**src/hw/rtl/sfq_pkg.sv**
```systemverilog
package sfq_pkg;

    localparam int DEFAULT_DEPTH = 16;

    localparam int OP_W     = 3;
    localparam int CODE_W   = 16;
    localparam int PLATE_W  = 56;
    localparam int TYPE_W   = 2;
    localparam int PRICE_W  = 16;
    localparam int STATUS_W = 2;
    localparam int CFG_IDX_W  = 2;
    localparam int CFG_DATA_W = 16;

    localparam logic [OP_W-1:0] OP_ENQUEUE = 3'd0;
    localparam logic [OP_W-1:0] OP_DEQUEUE = 3'd1;
    localparam logic [OP_W-1:0] OP_CLEAR   = 3'd2;
    localparam logic [OP_W-1:0] OP_SEARCH  = 3'd3;
    localparam logic [OP_W-1:0] OP_COUNT   = 3'd4;

    localparam logic [STATUS_W-1:0] ST_OK       = 2'd0;
    localparam logic [STATUS_W-1:0] ST_EMPTY    = 2'd1;
    localparam logic [STATUS_W-1:0] ST_FULL     = 2'd2;
    localparam logic [STATUS_W-1:0] ST_NOTFOUND = 2'd3;

    localparam logic [TYPE_W-1:0] TYPE_LIGHT  = 2'd1;
    localparam logic [TYPE_W-1:0] TYPE_MEDIUM = 2'd2;
    localparam logic [TYPE_W-1:0] TYPE_HEAVY  = 2'd3;

    localparam logic [CFG_IDX_W-1:0] REG_PRICE_LIGHT  = 2'd0;
    localparam logic [CFG_IDX_W-1:0] REG_PRICE_MEDIUM = 2'd1;
    localparam logic [CFG_IDX_W-1:0] REG_PRICE_HEAVY  = 2'd2;

    // fares in cents: 2.50, 5.00, 7.50
    localparam logic [PRICE_W-1:0] PRICE_LIGHT_RST  = 16'd250;
    localparam logic [PRICE_W-1:0] PRICE_MEDIUM_RST = 16'd500;
    localparam logic [PRICE_W-1:0] PRICE_HEAVY_RST  = 16'd750;

    typedef struct packed {
        logic [CODE_W-1:0]  code;
        logic [PLATE_W-1:0] plate;
        logic [TYPE_W-1:0]  vtype;
        logic [PRICE_W-1:0] price;
    } t_entry;

    localparam int ENTRY_W = $bits(t_entry);

    typedef struct packed {
        logic [PRICE_W-1:0] light;
        logic [PRICE_W-1:0] mid;
        logic [PRICE_W-1:0] heavy;
    } t_prices;

    function automatic logic [PRICE_W-1:0] fare_of(t_prices prices, logic [TYPE_W-1:0] vtype);
        logic [PRICE_W-1:0] fare;
        case (vtype)
            TYPE_LIGHT:  fare = prices.light;
            TYPE_MEDIUM: fare = prices.mid;
            TYPE_HEAVY:  fare = prices.heavy;
            default:     fare = '0;
        endcase
        return fare;
    endfunction

endpackage

```
**src/hw/rtl/searchable_fifo_queue_top.sv**
```systemverilog
// Bounded FIFO of vehicle entries (code, packed plate, type, fare) held in one
// synchronous RAM of QUEUE_DEPTH words. One item is in work at a time: each
// accepted item passes the execute state and then the push state, which loads
// the output register once that is empty or not stalled; a dequeue also passes
// the dequeue state, which takes the RAM read, and a search the scan state, which
// compares at most as many entries as the queue holds, one RAM read per cycle
// from head toward tail. The next item is accepted after the push. A finished item waits in
// the output register while the next item is accepted. Fares come from three
// price registers written through the configuration port; a type of 0 stores
// fare 0. Found fields are zero unless a dequeue or search returns status ok.
module searchable_fifo_queue_top #(
    parameter int QUEUE_DEPTH = sfq_pkg::DEFAULT_DEPTH,
    localparam int IDX_W = $clog2(QUEUE_DEPTH),
    localparam int CNT_W = $clog2(QUEUE_DEPTH + 1)
) (
    input  logic                              i_clk,
    input  logic                              i_rst_n,
    input  logic                              i_cfg_we,
    input  logic [sfq_pkg::CFG_IDX_W-1:0]     i_cfg_index,
    input  logic [sfq_pkg::CFG_DATA_W-1:0]    i_cfg_data,
    input  logic                              i_in_valid,
    output logic                              o_in_stall,
    input  logic [sfq_pkg::OP_W-1:0]          i_operation,
    input  logic [sfq_pkg::CODE_W-1:0]        i_vehicle_code,
    input  logic [sfq_pkg::PLATE_W-1:0]       i_vehicle_plate,
    input  logic [sfq_pkg::TYPE_W-1:0]        i_vehicle_type,
    output logic                              o_out_valid,
    input  logic                              i_out_stall,
    output logic [sfq_pkg::STATUS_W-1:0]      o_status,
    output logic [sfq_pkg::CODE_W-1:0]        o_found_code,
    output logic [sfq_pkg::PLATE_W-1:0]       o_found_plate,
    output logic [sfq_pkg::TYPE_W-1:0]        o_found_type,
    output logic [sfq_pkg::PRICE_W-1:0]       o_found_price,
    output logic [CNT_W-1:0]                  o_occupancy
);

    sfq_pkg::t_prices                prices;
    sfq_pkg::t_entry                 out_entry;
    logic                            wr_en;
    logic [IDX_W-1:0]                wr_addr;
    logic [sfq_pkg::ENTRY_W-1:0]     wr_data;
    logic                            rd_en;
    logic [IDX_W-1:0]                rd_addr;
    logic [sfq_pkg::ENTRY_W-1:0]     rd_data;

    sfq_cfg u_cfg (
        .i_clk       (i_clk),
        .i_rst_n     (i_rst_n),
        .i_cfg_we    (i_cfg_we),
        .i_cfg_index (i_cfg_index),
        .i_cfg_data  (i_cfg_data),
        .o_prices    (prices)
    );

    sfq_ram #(
        .WIDTH (sfq_pkg::ENTRY_W),
        .DEPTH (QUEUE_DEPTH)
    ) u_ram (
        .i_clk     (i_clk),
        .i_wr_en   (wr_en),
        .i_wr_addr (wr_addr),
        .i_wr_data (wr_data),
        .i_rd_en   (rd_en),
        .i_rd_addr (rd_addr),
        .o_rd_data (rd_data)
    );

    sfq_ctrl #(
        .QUEUE_DEPTH (QUEUE_DEPTH)
    ) u_ctrl (
        .i_clk           (i_clk),
        .i_rst_n         (i_rst_n),
        .i_prices        (prices),
        .i_in_valid      (i_in_valid),
        .o_in_stall      (o_in_stall),
        .i_operation     (i_operation),
        .i_vehicle_code  (i_vehicle_code),
        .i_vehicle_plate (i_vehicle_plate),
        .i_vehicle_type  (i_vehicle_type),
        .o_out_valid     (o_out_valid),
        .i_out_stall     (i_out_stall),
        .o_status        (o_status),
        .o_entry         (out_entry),
        .o_occupancy     (o_occupancy),
        .o_wr_en         (wr_en),
        .o_wr_addr       (wr_addr),
        .o_wr_data       (wr_data),
        .o_rd_en         (rd_en),
        .o_rd_addr       (rd_addr),
        .i_rd_data       (rd_data)
    );

    assign o_found_code  = out_entry.code;
    assign o_found_plate = out_entry.plate;
    assign o_found_type  = out_entry.vtype;
    assign o_found_price = out_entry.price;

endmodule

```
**src/hw/rtl/sfq_ram.sv**
```systemverilog
module sfq_ram #(
    parameter int WIDTH = 8,
    parameter int DEPTH = 16
) (
    input  logic                     i_clk,
    input  logic                     i_wr_en,
    input  logic [$clog2(DEPTH)-1:0] i_wr_addr,
    input  logic [WIDTH-1:0]         i_wr_data,
    input  logic                     i_rd_en,
    input  logic [$clog2(DEPTH)-1:0] i_rd_addr,
    output logic [WIDTH-1:0]         o_rd_data
);

    logic [WIDTH-1:0] r_mem [DEPTH];
    logic [WIDTH-1:0] r_rd_data;

    always_ff @(posedge i_clk) begin
        if (i_wr_en) begin
            r_mem[i_wr_addr] <= i_wr_data;
        end
        if (i_rd_en) begin
            r_rd_data <= r_mem[i_rd_addr];
        end
    end

    assign o_rd_data = r_rd_data;

endmodule

```
**src/hw/rtl/sfq_cfg.sv**
```systemverilog
module sfq_cfg (
    input  logic                               i_clk,
    input  logic                               i_rst_n,
    input  logic                               i_cfg_we,
    input  logic [sfq_pkg::CFG_IDX_W-1:0]      i_cfg_index,
    input  logic [sfq_pkg::CFG_DATA_W-1:0]     i_cfg_data,
    output sfq_pkg::t_prices                   o_prices
);

    sfq_pkg::t_prices r_prices;

    always_ff @(posedge i_clk) begin
        if (!i_rst_n) begin
            r_prices.light <= sfq_pkg::PRICE_LIGHT_RST;
            r_prices.mid   <= sfq_pkg::PRICE_MEDIUM_RST;
            r_prices.heavy <= sfq_pkg::PRICE_HEAVY_RST;
        end else if (i_cfg_we) begin
            case (i_cfg_index)
                sfq_pkg::REG_PRICE_LIGHT:  r_prices.light <= i_cfg_data;
                sfq_pkg::REG_PRICE_MEDIUM: r_prices.mid   <= i_cfg_data;
                sfq_pkg::REG_PRICE_HEAVY:  r_prices.heavy <= i_cfg_data;
                default: ;
            endcase
        end
    end

    assign o_prices = r_prices;

endmodule

```
**src/hw/rtl/sfq_ctrl.sv**
```systemverilog
module sfq_ctrl #(
    parameter int QUEUE_DEPTH = sfq_pkg::DEFAULT_DEPTH,
    localparam int IDX_W = $clog2(QUEUE_DEPTH),
    localparam int CNT_W = $clog2(QUEUE_DEPTH + 1)
) (
    input  logic                              i_clk,
    input  logic                              i_rst_n,
    input  sfq_pkg::t_prices                  i_prices,
    input  logic                              i_in_valid,
    output logic                              o_in_stall,
    input  logic [sfq_pkg::OP_W-1:0]          i_operation,
    input  logic [sfq_pkg::CODE_W-1:0]        i_vehicle_code,
    input  logic [sfq_pkg::PLATE_W-1:0]       i_vehicle_plate,
    input  logic [sfq_pkg::TYPE_W-1:0]        i_vehicle_type,
    output logic                              o_out_valid,
    input  logic                              i_out_stall,
    output logic [sfq_pkg::STATUS_W-1:0]      o_status,
    output sfq_pkg::t_entry                   o_entry,
    output logic [CNT_W-1:0]                  o_occupancy,
    output logic                              o_wr_en,
    output logic [IDX_W-1:0]                  o_wr_addr,
    output logic [sfq_pkg::ENTRY_W-1:0]       o_wr_data,
    output logic                              o_rd_en,
    output logic [IDX_W-1:0]                  o_rd_addr,
    input  logic [sfq_pkg::ENTRY_W-1:0]       i_rd_data
);

    localparam logic [2:0] S_IDLE = 3'd0;
    localparam logic [2:0] S_EXEC = 3'd1;
    localparam logic [2:0] S_DEQ  = 3'd2;
    localparam logic [2:0] S_SCAN = 3'd3;
    localparam logic [2:0] S_PUSH = 3'd4;

    localparam logic [IDX_W-1:0] LAST_IDX = IDX_W'(QUEUE_DEPTH - 1);
    localparam logic [CNT_W-1:0] FULL_CNT = CNT_W'(QUEUE_DEPTH);

    function automatic logic [IDX_W-1:0] wrap_next(logic [IDX_W-1:0] idx);
        return (idx == LAST_IDX) ? '0 : idx + 1'b1;
    endfunction

    logic [2:0]                    r_state, n_state;
    logic [sfq_pkg::OP_W-1:0]      r_op;
    logic [sfq_pkg::CODE_W-1:0]    r_key;
    logic [sfq_pkg::PLATE_W-1:0]   r_plate;
    logic [sfq_pkg::TYPE_W-1:0]    r_type;
    logic [IDX_W-1:0]              r_head, n_head;
    logic [IDX_W-1:0]              r_tail, n_tail;
    logic [CNT_W-1:0]              r_count, n_count;
    logic [IDX_W-1:0]              r_slot, n_slot;
    logic [CNT_W-1:0]              r_left, n_left;
    logic [sfq_pkg::STATUS_W-1:0]  r_res_status, n_res_status;
    sfq_pkg::t_entry               r_res_entry, n_res_entry;
    logic                          r_out_valid, n_out_valid;
    logic [sfq_pkg::STATUS_W-1:0]  r_out_status;
    sfq_pkg::t_entry               r_out_entry;
    logic [CNT_W-1:0]              r_out_occ;
    logic                          out_load;
    logic                          in_accept;
    sfq_pkg::t_entry               rd_entry;
    sfq_pkg::t_entry               wr_entry;

    assign rd_entry   = sfq_pkg::t_entry'(i_rd_data);
    assign o_in_stall = (r_state != S_IDLE);
    assign in_accept  = i_in_valid && !o_in_stall;
    assign out_load   = (r_state == S_PUSH) && (!r_out_valid || !i_out_stall);

    always_comb begin
        wr_entry.code  = r_key;
        wr_entry.plate = r_plate;
        wr_entry.vtype = r_type;
        wr_entry.price = sfq_pkg::fare_of(i_prices, r_type);
    end

    always_comb begin
        n_state      = r_state;
        n_head       = r_head;
        n_tail       = r_tail;
        n_count      = r_count;
        n_slot       = r_slot;
        n_left       = r_left;
        n_res_status = r_res_status;
        n_res_entry  = r_res_entry;
        o_wr_en      = 1'b0;
        o_wr_addr    = r_tail;
        o_wr_data    = wr_entry;
        o_rd_en      = 1'b0;
        o_rd_addr    = r_head;

        case (r_state)
            S_IDLE: begin
                if (in_accept) begin
                    n_state = S_EXEC;
                end
            end
            S_EXEC: begin
                n_res_status = sfq_pkg::ST_OK;
                n_res_entry  = '0;
                n_state      = S_PUSH;
                case (r_op)
                    sfq_pkg::OP_ENQUEUE: begin
                        if (r_count == FULL_CNT) begin
                            n_res_status = sfq_pkg::ST_FULL;
                        end else begin
                            o_wr_en = 1'b1;
                            n_tail  = wrap_next(r_tail);
                            n_count = r_count + 1'b1;
                        end
                    end
                    sfq_pkg::OP_DEQUEUE: begin
                        if (r_count == '0) begin
                            n_res_status = sfq_pkg::ST_EMPTY;
                        end else begin
                            o_rd_en = 1'b1;
                            n_state = S_DEQ;
                        end
                    end
                    sfq_pkg::OP_CLEAR: begin
                        n_head  = '0;
                        n_tail  = '0;
                        n_count = '0;
                    end
                    sfq_pkg::OP_SEARCH: begin
                        if (r_count == '0) begin
                            n_res_status = sfq_pkg::ST_EMPTY;
                        end else begin
                            // first read at head; later reads overlap the compare
                            o_rd_en = 1'b1;
                            n_slot  = wrap_next(r_head);
                            n_left  = r_count;
                            n_state = S_SCAN;
                        end
                    end
                    default: ;
                endcase
            end
            S_DEQ: begin
                n_res_entry = rd_entry;
                n_head      = wrap_next(r_head);
                n_count     = r_count - 1'b1;
                n_state     = S_PUSH;
            end
            S_SCAN: begin
                if (rd_entry.code == r_key) begin
                    n_res_entry = rd_entry;
                    n_state     = S_PUSH;
                end else if (r_left == CNT_W'(1)) begin
                    n_res_status = sfq_pkg::ST_NOTFOUND;
                    n_state      = S_PUSH;
                end else begin
                    o_rd_en   = 1'b1;
                    o_rd_addr = r_slot;
                    n_slot    = wrap_next(r_slot);
                    n_left    = r_left - 1'b1;
                end
            end
            S_PUSH: begin
                if (out_load) begin
                    n_state = S_IDLE;
                end
            end
            default: begin
                n_state = S_IDLE;
            end
        endcase
    end

    always_comb begin
        n_out_valid = r_out_valid;
        if (out_load) begin
            n_out_valid = 1'b1;
        end else if (r_out_valid && !i_out_stall) begin
            n_out_valid = 1'b0;
        end
    end

    always_ff @(posedge i_clk) begin
        if (!i_rst_n) begin
            r_state     <= S_IDLE;
            r_head      <= '0;
            r_tail      <= '0;
            r_count     <= '0;
            r_out_valid <= 1'b0;
        end else begin
            r_state     <= n_state;
            r_head      <= n_head;
            r_tail      <= n_tail;
            r_count     <= n_count;
            r_out_valid <= n_out_valid;
        end
    end

    always_ff @(posedge i_clk) begin
        if (in_accept) begin
            r_op    <= i_operation;
            r_key   <= i_vehicle_code;
            r_plate <= i_vehicle_plate;
            r_type  <= i_vehicle_type;
        end
        r_slot       <= n_slot;
        r_left       <= n_left;
        r_res_status <= n_res_status;
        r_res_entry  <= n_res_entry;
        if (out_load) begin
            r_out_status <= r_res_status;
            r_out_entry  <= r_res_entry;
            r_out_occ    <= r_count;
        end
    end

    assign o_out_valid = r_out_valid;
    assign o_status    = r_out_status;
    assign o_entry     = r_out_entry;
    assign o_occupancy = r_out_occ;

endmodule

```
**config.mk**
```make
export PLATFORM = sky130hd
export DESIGN_NAME = searchable_fifo_queue_top
export DESIGN_NICKNAME = d
export VERILOG_FILES = /design/src/hw/rtl/sfq_pkg.sv /design/src/hw/rtl/searchable_fifo_queue_top.sv /design/src/hw/rtl/sfq_ram.sv /design/src/hw/rtl/sfq_cfg.sv /design/src/hw/rtl/sfq_ctrl.sv
export SDC_FILE = /design/constraint.sdc
export NUM_CORES = 2
export LEC_CHECK = 0
export BUFFER_PORTS_ARGS = -buffer_cell sky130_fd_sc_hd__clkbuf_2
export CAP_MARGIN = 20
export CORE_MARGIN = 10
export CORE_UTILIZATION = 45
export CTS_CLUSTER_DIAMETER = 40
export DETAILED_ROUTE_END_ITERATION = 10
export GPL_ROUTABILITY_DRIVEN = 0
export PLACE_DENSITY_LB_ADDON = 0.2
export SYNTH_ARGS = -nofsm -noshare
export SYNTH_HDL_FRONTEND = slang
export SYNTH_SLANG_ARGS = --single-unit
```
**constraint.sdc**
```tcl
create_clock -name i_clk -period 13.58 [get_ports i_clk]
set_clock_uncertainty 0.15 [all_clocks]
set_input_delay 0.679 -clock i_clk [delete_from_list [all_inputs] [get_ports i_clk]]
set_output_delay 0.679 -clock i_clk [all_outputs]
set_load 0.005 [all_outputs]
```
# --- Yosys cells after proc, flatten, opt, wreduce, memory -nomap -nowiden ---
# Memories as Yosys holds them, arrays and structs flattened. A register that Yosys moved wholly into a read port is not among the register bits.
# Cells that the tools add are included.
classes:
  mux: 52
  n_reduce_logical: 28
  eq_ne: 31
  addsub: 6
ops:
  columns: ["op", "count"]
  rows:
  - ["90-bit one-hot mux with 3 select lines", 1]
  - ["90-bit 2-to-1 mux", 1]
  - ["4-bit 2-to-1 mux", 12]
  - ["16-bit one-hot mux with 3 select lines", 1]
  - ["5-bit one-hot mux with 2 select lines", 3]
  - ["5-bit 2-to-1 mux", 5]
  - ["4-bit one-hot mux with 2 select lines", 3]
  - ["3-bit 2-to-1 mux", 6]
  - ["16-bit equality test", 1]
  - ["3-bit one-hot mux with 5 select lines", 1]
  - ["4-bit by 1-bit adder with 4-bit output, second input constant", 3]
  - ["3-bit by 2-bit equality test with 1-bit output, second input constant", 4]
  - ["4-bit equality test, second input constant", 3]
  - ["1-bit 2-to-1 mux", 12]
  - ["3-bit AND reduction", 4]
  - ["2-bit by 1-bit != test with 1-bit output, second input constant", 5]
  - ["2-bit != test, second input constant", 5]
  - ["2-bit AND reduction", 5]
  - ["5-bit by 1-bit subtractor with 5-bit output, second input constant", 2]
  - ["2-bit one-hot mux with 2 select lines", 2]
  - ["2-bit nonzero test", 4]
  - ["2-bit equality test, second input constant", 3]
  - ["3-bit by 1-bit equality test with 1-bit output, second input constant", 2]
  - ["3-bit zero test", 2]
  - ["18 further kinds", 27]
totals:
  regBits: 340
  mem_count: 1
  input_bits: 100
  ramBits: 1440
  word_cells: 143
mem_list:
  columns: ["name", "depth", "width", "rd", "rd_ports_with_merged_regs", "write_ports", "line_no", "rtl"]
  rows:
  - ["u_ram.r_mem", 16, 90, 1, 1, 1, "sfq_ram.sv:14", "logic [WIDTH-1:0] r_mem [DEPTH];"]

# --- Longest topological paths before layout ---
depth:
  ltp_word: 6
  ltp_mapped: 11
  depth_no_buf: 8

# --- Cells and area by module ---
# Synthesis repeated with hierarchy kept, for this count alone.
unflattened:
  cells_unflattened: 3108
  area_unflattened_um2: 69221.4
by_module_without_submodules:
  columns: ["module", "n_inst", "cells_each", "area_per_inst_um2"]
  rows:
  - ["sfq_ram", 1, 2306, 56489.2]
  - ["sfq_ctrl", 1, 619, 10804.1]
  - ["sfq_cfg", 1, 183, 1928.1]

# --- Worst setup path before layout ---
# OpenSTA, ideal clock, no wires.
synth_path:
  kind: "register -> register"
  startpoint: "register u_ctrl.r_count[0]"
  endpoint: "register u_ctrl.r_state[1]"
  path_buffers: 0
  path_stages_with_launch: 7
  t_required_ps: 13344
  path_slack_ps: 5009
  t_arrival_ps: 8334
  path_cell_list: "dfxtp_1 -> inv_1 -> ha_1 -> nand3b_1 -> nand2b_1 -> o31ai_1 -> o311a_1"
synth_via:
  elab_chain_cells: 4
  word_cells_on_any_way: 5
synth_rtl:
  columns: ["item", "line_no", "rtl"]
  rows:
  - ["from (decl)", "sfq_ctrl.sv:48", "logic [CNT_W-1:0] r_count, n_count;"]
  - ["from (signal assigned)", "sfq_ctrl.sv:187", "r_count <= n_count;"]
  - ["5-bit zero test (*)", "sfq_ctrl.sv:110, sfq_ctrl.sv:123", null]
  - ["3-bit 2-to-1 mux, on equally long branches", "sfq_ctrl.sv:123, sfq_ctrl.sv:110", null]
  - ["3-bit one-hot mux with 2 select lines (*)", "sfq_ctrl.sv:99", "case (r_op)"]
  - ["3-bit one-hot mux with 5 select lines (*)", "sfq_ctrl.sv:89", "case (r_state)"]
  - ["to (signal assigned)", "sfq_ctrl.sv:184", "r_state <= n_state;"]
  - ["to (decl)", "sfq_ctrl.sv:41", "logic [2:0] r_state, n_state;"]
# Mark *: on every way between the ends. The rest lies on a longest branch, timed or not.
# A chain may end at the register's enable or synchronous reset.

# --- Final worst setup path ---
layout_path:
  startpoint: "register u_ctrl.r_key[6] in the netlist's numbering"
  endpoint: "register u_ram.r_rd_data[15], in the netlist u_ram.o_rd_data[15], read port of u_ram.r_mem (data pin)"
layout_via:
  elab_chain_cells: 3
  word_cells_on_any_way: 5
layout_rtl:
  columns: ["item", "line_no", "rtl"]
  rows:
  - ["from (decl)", "sfq_ctrl.sv:43", "logic [sfq_pkg::CODE_W-1:0] r_key;"]
  - ["from (signal assigned)", "sfq_ctrl.sv:195", "r_key <= i_vehicle_code;"]
  - ["16-bit equality test (*)", "sfq_ctrl.sv:143", "if (rd_entry.code == r_key) begin"]
  - ["1-bit 2-to-1 mux or 4-bit 2-to-1 mux (tied branches)", "sfq_ctrl.sv:143", null]
  - ["1-bit one-hot mux with 2 select lines or 4-bit 2-to-1 mux (tied branches)", "sfq_ctrl.sv:89", null]
  - ["to (decl)", "sfq_ram.sv:15", "logic [WIDTH-1:0] r_rd_data;"]
# Marked as above.

==> qor.txt <==
hold path startpoint = i_rst_n
XOR/XNOR Fraction of Synth Area = 0.288%
first-pass GRT wire length = 251000 um
r2r setup slk = 7.39 ns
H-tree Lvls = 4
CTS tree = built
HP Class = in -> reg
Crit Path Category = reg -> reg
multi-input combinational cell area = 0.0135 sq mm
Mapped Cells = 3748
Max rail drop VDD = 0.000139 V
Leakage = 31.7 nW
Final Cycle Share = 45.6%
Yosys reg bits = 1870
endpoints failing hold = 0
mux share of post-synthesis cell area = 10.8%
Pins Over Slew Limit = 0
post-CTS setup buffer count = 0
DR iter-0 viols = 3050
ys flop type = edfxtp_1
Synth Area in Adders = 0.197%
Final Core Density = 53.1%
Cell Count, Final, Fillers Out = 6383
Sink Count = 1870
syn_area_per_cell = 18.7 sq um
post-route design area = 0.0820 sq mm
Die Width = 414 um
die area = 0.172 sq mm
Worst Hold Path EP = u_ctrl.r_state[1]
R2R depth = 10
mapped cell area = 0.0700 sq mm
Tightest Pin Transition = 1.19 ns
Hold Crit Depth = 2
yosys warns = 0
clk buf depth = 3
FF-to-FF End = u_ram.o_rd_data[15]
Reg clk slew, reported paths = 0.06 ns
DP HPWL = 82200 um
Worst setup EP type = flop
Top delay family on crit path = buffers and inverters
vias per cell = 5.59
DP Cell Count = 5859
critical path required time = 14.00 ns
nets@finish = 4250
DP Area = 0.0733 sq mm
FF/Latch Area = 0.0555 sq mm
CP Data Arrival Time = 6.62 ns
cts repair resizes = 0
complex-gate fraction of the synthesized area = 4.29%
setup TNS = 0 ns
starting density of the core = 45.4%
total number of vias = 35700
final WL = 175000 um
FFs w/ async S/R, synth = 0%
final worst path period need = 6.19 ns
Fmax achieved = 0.161 GHz
drt wl/cell = 27.5 um
total congestion overflow = 0
largest net degree at the start of global routing = 141
post-synthesis simple-gate area fraction = 3.42%
PD cells = 155 mW/mm^2
Syn Nets = 3859
endpoints failing setup = 0
antenna fix cells = 0
register area share after synthesis = 79.3%
crit path launch type = flop
gr usage total = 19.8%
row cnt = 144
Bufs and invs on worst path = 3
clock insertion delay at the later pin of the skew report = 0.86 ns
share of cells above drive strength 1 = 16.1%
TritonCTS Buffers = 227
TritonRoute pass-1 iters = 6
Crit-path slowest cell = buf_4
area grow syn2layout = 17.1%
critical path fanouts, max = 140
num ports = 199
CP max stage delay = 1.00 ns
remaining antenna violation count after routing = 0
chip height = 414 um
Root Driver = clkbuf_16
Most common cell on crit path = buf_4
status = completed
Distinct cells, synth = 61
Core Region = 0.154 sq mm
RR Startpoint = u_ctrl.r_key[6]
largest family of logic cells by synthesized area = multiplexers
Post-synth EDFFs = 1805
RSZ-0062 raised after global routing = no
vias in the first global route = 35800
port bufs = 198
antenna violations before repair = 5
max-cap violations = 0
slew margin rel. = 20.7%
# DRC = 0
crit path cell chain = xor2_1 > nor4_4 > a41oi_2 > mux2i_4 > buf_12 > buf_4 > buf_4 > mux2i_1 > o22ai_1 > or4_1
Fill cells = 12100
final cells by class:
cell class,instances,area share [%]
flip-flops and latches,1870,67.7
multi-input cells,1666,16.5
clock buffers,275,7.31
repair buffers,366,3.24
well taps,2044,3.12
clock inverters,154,2.09
inverters,8,0.0366
per-layer routing:
metal / wire length (um) / global-route usage (%)
met1: 73800 / 25.9
met4: 4370 / 6.08
met2: 88000 / 33.8
met5: 0 / 0
met3: 9130 / 3.27
cells by family (layout without fill, tap and decap cells):
kind of cell               after synthesis  count (layout)
DFF                                   1870            1870
and+or+nand+nor                        418             418
AOI/OAI and AO/OA                      467             467
buffers and inverters                  212             803
xor gates and xnor gates                23              23
muxes                                  747             747
adders and majority gates               11              11
cell usage after synthesis (3+ instances only):
library cell	n	area (sq um)
nand2_1	123	462
nand3_1	24	120
mux2_2	18	203
dfxtp_1	65	1300
nor2_1	30	113
inv_1	7	26.3
nand3b_1	5	37.5
xor2_1	19	166
mux2i_1	721	7220
ha_1	11	138
buf_1	7	26.3
edfxtp_1	1805	54200
buf_6	39	439
a31oi_1	3	18.8
a22o_1	16	140
or4_1	90	676
a21o_1	3	22.5
nand2b_1	4	25.0
mux2_1	3	33.8
o21ai_0	19	95.1
and2_1	95	594
buf_4	6	45.0
nor4_4	3	63.8
o22ai_1	361	2260
mux2i_4	3	67.6
a21oi_1	17	85.1
xnor2_1	4	35.0
nor3b_1	8	60.1
nor2b_1	8	50.1
nand4_1	3	18.8
or3_1	3	18.8
a21boi_0	31	233
nor3_1	12	60.1
clkbuf_1	62	233
buf_2	89	445
report_power, final:
| group | total, W | internal [W] | switching [W] |
|---|---|---|---|
| logic | 0.000183 | 0.0000642 | 0.000119 |
| clock network | 0.00605 | 0.00361 | 0.00245 |
| registers | 0.00649 | 0.00641 | 0.0000815 |
| total | 0.0127 | 0.0101 | 0.00265 |
registers in the layout (all words and copies together) (netlist names), 4 cells and up:
register	cells
u_cfg.o_prices	48
u_ctrl.o_entry	90
u_ctrl.o_occupancy	5
u_ctrl.o_wr_addr	4
u_ctrl.r_count	5
u_ctrl.r_head	4
u_ctrl.r_key	16
u_ctrl.r_left	5
u_ctrl.r_plate	56
u_ctrl.r_res_entry	90
u_ctrl.r_slot	4
u_ram.o_rd_data	90
u_ram.r_mem	1440
placed cells by master (no fill, tap or decap), types with 6 or more instances in the layout:
| cell type | netlist | layout |
|---|---|---|
| a21boi_0 | 31 | 31 |
| a21oi_1 | 17 | 16 |
| a22o_1 | 16 | 16 |
| and2_1 | 95 | 95 |
| buf_12 | 0 | 13 |
| buf_4 | 6 | 60 |
| bufinv_16 | 0 | 22 |
| clkbuf_1 | 62 | 38 |
| clkbuf_16 | 0 | 230 |
| clkbuf_2 | 0 | 198 |
| clkbuf_8 | 0 | 7 |
| clkinv_1 | 0 | 23 |
| clkinv_2 | 0 | 29 |
| clkinv_4 | 0 | 16 |
| clkinv_8 | 0 | 7 |
| clkinvlp_4 | 0 | 22 |
| dfxtp_1 | 65 | 65 |
| dlygate4sd3_1 | 0 | 95 |
| edfxtp_1 | 1805 | 1805 |
| ha_1 | 11 | 11 |
| inv_1 | 7 | 7 |
| inv_6 | 0 | 26 |
| mux2_2 | 18 | 18 |
| mux2i_1 | 721 | 720 |
| mux2i_4 | 3 | 6 |
| nand2_1 | 123 | 123 |
| nand3_1 | 24 | 24 |
| nor2_1 | 30 | 16 |
| nor2_4 | 0 | 14 |
| nor2b_1 | 8 | 8 |
| nor3_1 | 12 | 7 |
| nor3b_1 | 8 | 8 |
| o21ai_0 | 19 | 19 |
| o22ai_1 | 361 | 361 |
| or4_1 | 90 | 90 |
| xor2_1 | 19 | 19 |
worst reg2reg max path: stages (launching register included):
cell	delay, ns
edfxtp_1	0.66
xor2_1	0.41
nor4_4	0.10
a41oi_2	0.34
mux2i_4	0.36
buf_12	0.69
buf_4	1.13
buf_4	1.08
mux2i_1	0.33
o22ai_1	0.11
or4_1	0.54
worst max-delay path by stage:
| stage | from | to | slack [ns] | cells after the start |
|---|---|---|---|---|
| final | u_ctrl.r_key[6] | u_ram.o_rd_data[15] | 7.39 | 10 |
| after global placement | u_ctrl.r_key[4] | u_ram.o_rd_data[24] | 7.63 | 10 |
| after floorplan | u_ctrl.r_count[0] | u_ctrl.r_state[1] | 5.01 | 6 |
| after detailed placement | u_ctrl.r_key[4] | u_ram.o_rd_data[24] | 7.57 | 10 |
| after global routing | u_ctrl.r_key[5] | u_ram.o_rd_data[15] | 7.14 | 10 |
| after CTS | u_ctrl.r_key[6] | u_ram.o_rd_data[15] | 7.53 | 10 |
per-stage QoR:
step	setup WS, ns	hold slack [ns]	power (W)
2_1_floorplan	5.01	0.250	0.00666
3_5_place_dp	7.57	0.255	0.00678
3_3_place_gp	7.63	0.251	0.00677
4_1_cts	7.53	0.154	0.0128
6_report	7.39	0.207	0.0127
5_1_grt	7.14	0.213	0.0131
what timing repair did:
item	CTS	global route
hold endpoints to repair	127	0
hold buffers	95	0
setup endpoints to repair	0	0
No activity file was read; power rests on OpenSTA's default activity.
